File: src/rtl/tbf_pkg.sv
// ----------------------------------------------------------------------------
// tbf_pkg : shared types and helpers for the timing Bloom filter
// Item and result layouts, command codes, controller/datapath bundles,
// the live-window test and the saturating counter step.
// ----------------------------------------------------------------------------
`timescale 1ns / 1ps

package tbf_pkg;

  localparam int CELLS_DEFAULT = 4096;
  localparam int IDX_W         = 12;
  localparam int TS_W          = 4;
  localparam int CNT_W         = 13;
  localparam int KIND_W        = 2;

  localparam logic [CNT_W-1:0] COUNT_MAX = {CNT_W{1'b1}};

  localparam logic [KIND_W-1:0] CMD_ADD   = 2'd0;
  localparam logic [KIND_W-1:0] CMD_TEST  = 2'd1;
  localparam logic [KIND_W-1:0] CMD_DECAY = 2'd2;

  typedef struct packed {
    logic [KIND_W-1:0] command;
    logic [IDX_W-1:0]  index;
    logic [TS_W-1:0]   tick;
    logic [TS_W-1:0]   window_min;
    logic [TS_W-1:0]   window_max;
    logic              last;
  } tbf_item_t;

  typedef struct packed {
    logic [KIND_W-1:0] reply_kind;
    logic [CNT_W-1:0]  count;
    logic              present;
  } tbf_result_t;

  // controller -> datapath
  typedef struct packed {
    logic clear_wr;  // write zero at walk address, advance
    logic load;      // capture item, read its cell
    logic rmw;       // finish an add or test item
    logic walk_rd;   // decay: read walk address, advance
    logic drain;     // decay: last cell in flight, emit result
  } tbf_ctl_t;

  // datapath -> controller
  typedef struct packed {
    logic              walk_last;
    logic [KIND_W-1:0] in_cmd;
  } tbf_stat_t;

  // window (wmin, wmax], wrapping when wmax < wmin; zero is never live
  function automatic logic is_live(input logic [TS_W-1:0] v,
                                   input logic [TS_W-1:0] wmin,
                                   input logic [TS_W-1:0] wmax);
    logic            wrap;
    logic            outside;
    logic [TS_W-1:0] lo;
    logic [TS_W-1:0] hi;
    wrap    = wmax < wmin;
    lo      = wrap ? wmax : wmin;
    hi      = wrap ? wmin : wmax;
    outside = (v > hi) || (v <= lo);
    return (v != '0) && (outside == wrap);
  endfunction

  function automatic logic [CNT_W-1:0] sat_inc(input logic [CNT_W-1:0] c);
    return (c == COUNT_MAX) ? c : c + 1'b1;
  endfunction

endpackage

File: src/rtl/tbf_ctrl.sv
// ----------------------------------------------------------------------------
// tbf_ctrl : sequencer for the timing Bloom filter
// Runs the clearing pass, the add/test read-then-update access and the decay walk.
// ----------------------------------------------------------------------------
`timescale 1ns / 1ps

module tbf_ctrl import tbf_pkg::*; (
  input  logic      clk,
  input  logic      rst,
  input  logic      start,
  input  tbf_stat_t stat,
  output tbf_ctl_t  ctl,
  output logic      busy
);

  localparam logic [2:0] S_CLEAR = 3'd0;
  localparam logic [2:0] S_IDLE  = 3'd1;
  localparam logic [2:0] S_RMW   = 3'd2;
  localparam logic [2:0] S_DECAY = 3'd3;
  localparam logic [2:0] S_DRAIN = 3'd4;

  logic [2:0] state;
  logic [2:0] state_next;

  always_ff @(posedge clk) begin
    if (rst) begin
      state <= S_CLEAR;
    end else begin
      state <= state_next;
    end
  end

  always_comb begin
    state_next = state;
    ctl        = '0;
    case (state)
      S_CLEAR: begin
        ctl.clear_wr = 1'b1;
        if (stat.walk_last) state_next = S_IDLE;
      end
      S_IDLE: begin
        ctl.load = start;
        if (start) begin
          case (stat.in_cmd)
            CMD_ADD, CMD_TEST: state_next = S_RMW;
            CMD_DECAY:         state_next = S_DECAY;
            default:           state_next = S_IDLE;
          endcase
        end
      end
      S_RMW: begin
        ctl.rmw    = 1'b1;
        state_next = S_IDLE;
      end
      S_DECAY: begin
        ctl.walk_rd = 1'b1;
        if (stat.walk_last) state_next = S_DRAIN;
      end
      S_DRAIN: begin
        ctl.drain  = 1'b1;
        state_next = S_IDLE;
      end
      default: state_next = S_CLEAR;
    endcase
  end

  assign busy = (state != S_IDLE);

endmodule

File: config.mk
export PLATFORM = sky130hd
export DESIGN_NAME = tbf_ctrl
export DESIGN_NICKNAME = d
export VERILOG_FILES = /design/src/rtl/tbf_pkg.sv /design/src/rtl/tbf_ctrl.sv
export SDC_FILE = /design/constraint.sdc
export NUM_CORES = 1
export LEC_CHECK = 0
export ABC_AREA = 1
export BUFFER_PORTS_ARGS = -buffer_cell sky130_fd_sc_hd__buf_2
export CORE_AREA = 2 2 39 41
export DETAILED_ROUTE_END_ITERATION = 16
export DIE_AREA = 0 0 41 43
export SETUP_SLACK_MARGIN = 0.02
export SLEW_MARGIN = 30
export SYNTH_ARGS = -nofsm -noshare
export SYNTH_HDL_FRONTEND = slang
export SYNTH_SLANG_ARGS = --single-unit
File: constraint.sdc
create_clock -name clk -period 1.81 [get_ports clk]
set_clock_uncertainty 0.1 [all_clocks]
set_input_delay 0.362 -clock clk [delete_from_list [all_inputs] [get_ports clk]]
set_output_delay 0.362 -clock clk [all_outputs]
set_load 0.05 [all_outputs]
=== Yosys cells after proc, flatten, opt, wreduce, memory -nomap -nowiden ===
Cells that the tools add are included.

* Flip-flop bits (word level): 3
* Input bits: 6
* Output and inout bits: 6
* Logic and storage cells: 26

* Eq/ne operators: 10
* Mux-type cells: 10
* Reductions and logical operators: 5

{| class="wikitable"
|+ Operators by type and width
! operator !! number
|-
| $pmux W3 S4 || 1
|-
| $mux W3 || 3
|-
| $eq A3 B2 Y1 const B || 2
|-
| $ne A2 B2 Y1 const B || 3
|-
| $mux W1 || 5
|-
| $pmux W2 S2 || 1
|-
| $reduce_or A2 Y1 || 2
|-
| $eq A3 B1 Y1 const B || 1
|-
| $eq A3 B3 Y1 const B || 1
|-
| $logic_not A3 Y1 || 1
|-
| $ne A3 B1 Y1 const B || 1
|-
| $reduce_and A3 Y1 || 1
|-
| $eq A2 B1 Y1 const B || 1
|-
| $eq A2 B2 Y1 const B || 1
|-
| $logic_not A2 Y1 || 1
|}

=== Longest topological paths before layout ===
* Word-level depth: 5
* Depth in mapped cells: 6

=== Least setup slack after synthesis ===
OpenSTA, ideal clock, no wires.

* Path kind: reg2out
* Start point: register state[0]
* End point: output port ctl[3] (netlist name)
* Arrival: 1.546 ns
* Path slack: -0.198 ns
* Stages on the path, launching flop included: 5
* Cell sequence: dfxtp_1 > inv_1 > nor3_2 > inv_1 > nor2_1

{| class="wikitable"
|+ RTL lines
! element !! line !! text
|-
| start: declaration || tbf_ctrl.sv:22 || <nowiki>logic [2:0] state;</nowiki>
|-
| start signal: assignment || tbf_ctrl.sv:29 || <nowiki>state <= state_next;</nowiki>
|-
| end: declaration || tbf_ctrl.sv:12 || <nowiki>output tbf_ctl_t ctl,</nowiki>
|}

==> reports/metrics.yaml <==
outcome:
  status: "completed"
synthesis:
  seq_area_frac_synth: 0.2927
  synth_seq_cells: 3
  synth-edff-count: 0
  netlist_instances: 34
  avgSynthCellArea_um2: 6.035
  syn_nets: 40
  synthArstFlopShare: 0
  syn_area_um2: 205.2
  ys_types: 13
  synthFlopType: "dfxtp_1"
  synthTopCellsByCount: "inv_1, nor2_1, nand3_1, nand2_1, dfxtp_1"
  yosysTopAreaCell: "dfxtp_1"
  yosysTopAreaCellShare: 0.2927
  ys.warnings.count: 0
  synth_area_leaders: "dfxtp_1, inv_1, nor2_1"
floorplanning:
  rows: 14
  die_h_um: 43
  die_x_um: 41
  core_region_area_um2: 1384
  start_util: 0.1483
  num_io_pins: 12
  die-area_um2: 1763
clock_network:
  root_buffer: "clkbuf_4"
  cts_made_buffers: 3
  h-tree-depth: 1
  ctsLongestPathBuffers: 2
  cts_tree: "done"
  clkTransAtPathRegs_ns: 0.04
  cts_hold_buf: 0
  clkLatencyLatePin_ns: 0.24
  clkSinkCount: 3
critical_path:
  path_class: "reg -> out"
  cp_cell_sequence: "nor3_2, inv_1, nor2_2, clkbuf_4"
  required_ns: 1.35
  max_stage_delay_ns: 0.41
  cpMaxStageDelayCell: "dfxtp_1"
  crit_fanout: 7
  cp-start-kind: "flip-flop"
  worstPathArrival_ns: 1.23
  end_kind: "output pin"
layout:
  area_growth_pct: 54.88
  largest_reg_flops: 3
  largest_register: "state"
  reg_top3: "state (3)"
  instances_no_fill: 65
  insertedDiodeCount: 0
  drive_above_1_share: 0.4286
  num-nets-final: 56
routing:
  ant_nets: 0
  viasPerCell: 3.969
  wl_per_cell_um: 8.246
  dr.pass1.iters: 2
  drt_iter0_drc: 4
  drc: 0
  wirelength_um: 536
  vias: 258
global_routing:
  grt_pass1_vias: 235
  track_usage: 0.07430
  grt_pass1_wl_um: 848
  antenna_found_initial: 0
  grt_start_max_net_pins: 8
  overflow: 0
pwr:
  p_per_area_nw_per_um2: 847.3
  p_total_mw: 0.2693
  ir_drop_mv: 0.2905
  power_leakage_nw: 0.1665
timing:
  finalCritPeriodShare: 0.9367
  hold_viol_final: 0
  maxSlewViolCount: 0
  worst_pin_slew_ns: 0.3633
  clock.fmax_mhz: 589.8
  finalCriticalPeriod_ns: 1.695
  rsz0062_at_grt: "false"
  setup_viol: 0
  setup-tns-final_ns: 0
  max_slew_margin: 0.7575
place:
  numPortBuffers: 11
  place_congestion: 0.6875
  dp_cells: 61
  place_hpwl_um: 423.1
run:
  drv_cap: 0
hold_path:
  hold_path_class: "in -> reg"
## through the flow
| stage | setup WS (ns) | utilization | hold slack (ns) | cell area [um^2] |
|---|---|---|---|---|
| 2_1_floorplan | 0.01040 | - | 0.3311 | 212.7 |
| 6_report | 0.1145 | 0.2297 | 0.2170 | 317.8 |
| 5_1_grt | 0.03255 | 0.2297 | 0.2270 | 317.8 |
| 3_5_place_dp | 0.3030 | 0.2080 | 0.4529 | 287.8 |
| 3_3_place_gp | 0.3180 | 0.2080 | 0.4503 | 287.8 |
| 4_1_cts | 0.04576 | 0.2269 | 0.2098 | 314.1 |
## critical path: cells and delay by family, from the launching register on
family,cells,cell delay (ns)
DFF,1,0.41
buffers and inverters,2,0.30
and+or+nand+nor,2,0.28
## per-layer routing
metal	up-vias	track usage	share of wire
met4	0	0.06000	0
met2	8	0.1094	0.50
li1	136	-	-
met3	0	0.03141	0.052
met1	114	0.07717	0.45
met5	-	0	0
## power breakdown
group          switching, mW  internal, mW
Sequential           0.00561        0.0704
Clock                 0.0385        0.0829
Combinational         0.0511        0.0208
Total                 0.0952         0.174
## kinds of logic (layout without fill, tap and decap cells)
kind of cell | after synthesis | in the layout | synth area share
compound gates | 2 | 2 | 0.04873
buf+inv | 8 | 23 | 0.1463
flops | 3 | 3 | 0.2927
simple gates | 21 | 21 | 0.5122
## cell usage in the layout, fill, tap and decap left out
master,Yosys,layout
nand3_1,5,5
nand2_2,1,1
nor2_1,7,6
clkbuf_1,0,1
buf_2,0,10
dfxtp_1,3,2
o21ai_1,1,1
nor4_1,1,1
nand2_1,4,4
inv_1,7,7
nor3_2,1,2
dfxtp_2,0,1
inv_2,1,1
nor2_2,0,1
a21oi_1,1,1
nor2_4,1,1
clkbuf_4,0,4
## layout make-up
type,count,area [um^2]
inverters,8,30.03
flip-flops and latches,3,61.31
fillers,165,1066
well taps,16,20.02
clock buffers,4,26.28
repair buffers,11,57.56
multi-input cells,23,122.6
## timing repair
| item | in CTS | in global routing |
|---|---|---|
| resized for setup | 0 | 2 |
| endpoints found under the setup margin | 0 | 1 |
| setup buffers | 0 | 0 |
## worst paths after layout
path	start	endpoint	slack, ns	depth (start not counted)
worst max register to register	state[2]$_SDFFE_PP0P_	state[0]$_SDFFE_PP0P_	0.65	5
worst min register to register	state[0]$_SDFFE_PP0P_	state[2]$_SDFFE_PP0P_	0.45	2
worst min-delay path	rst	state[1]$_SDFFE_PP0P_	0.22	2
worst max-delay path	state[2]$_SDFFE_PP0P_	ctl[3]	0.11	4
Power figures use the tool's default switching activity.
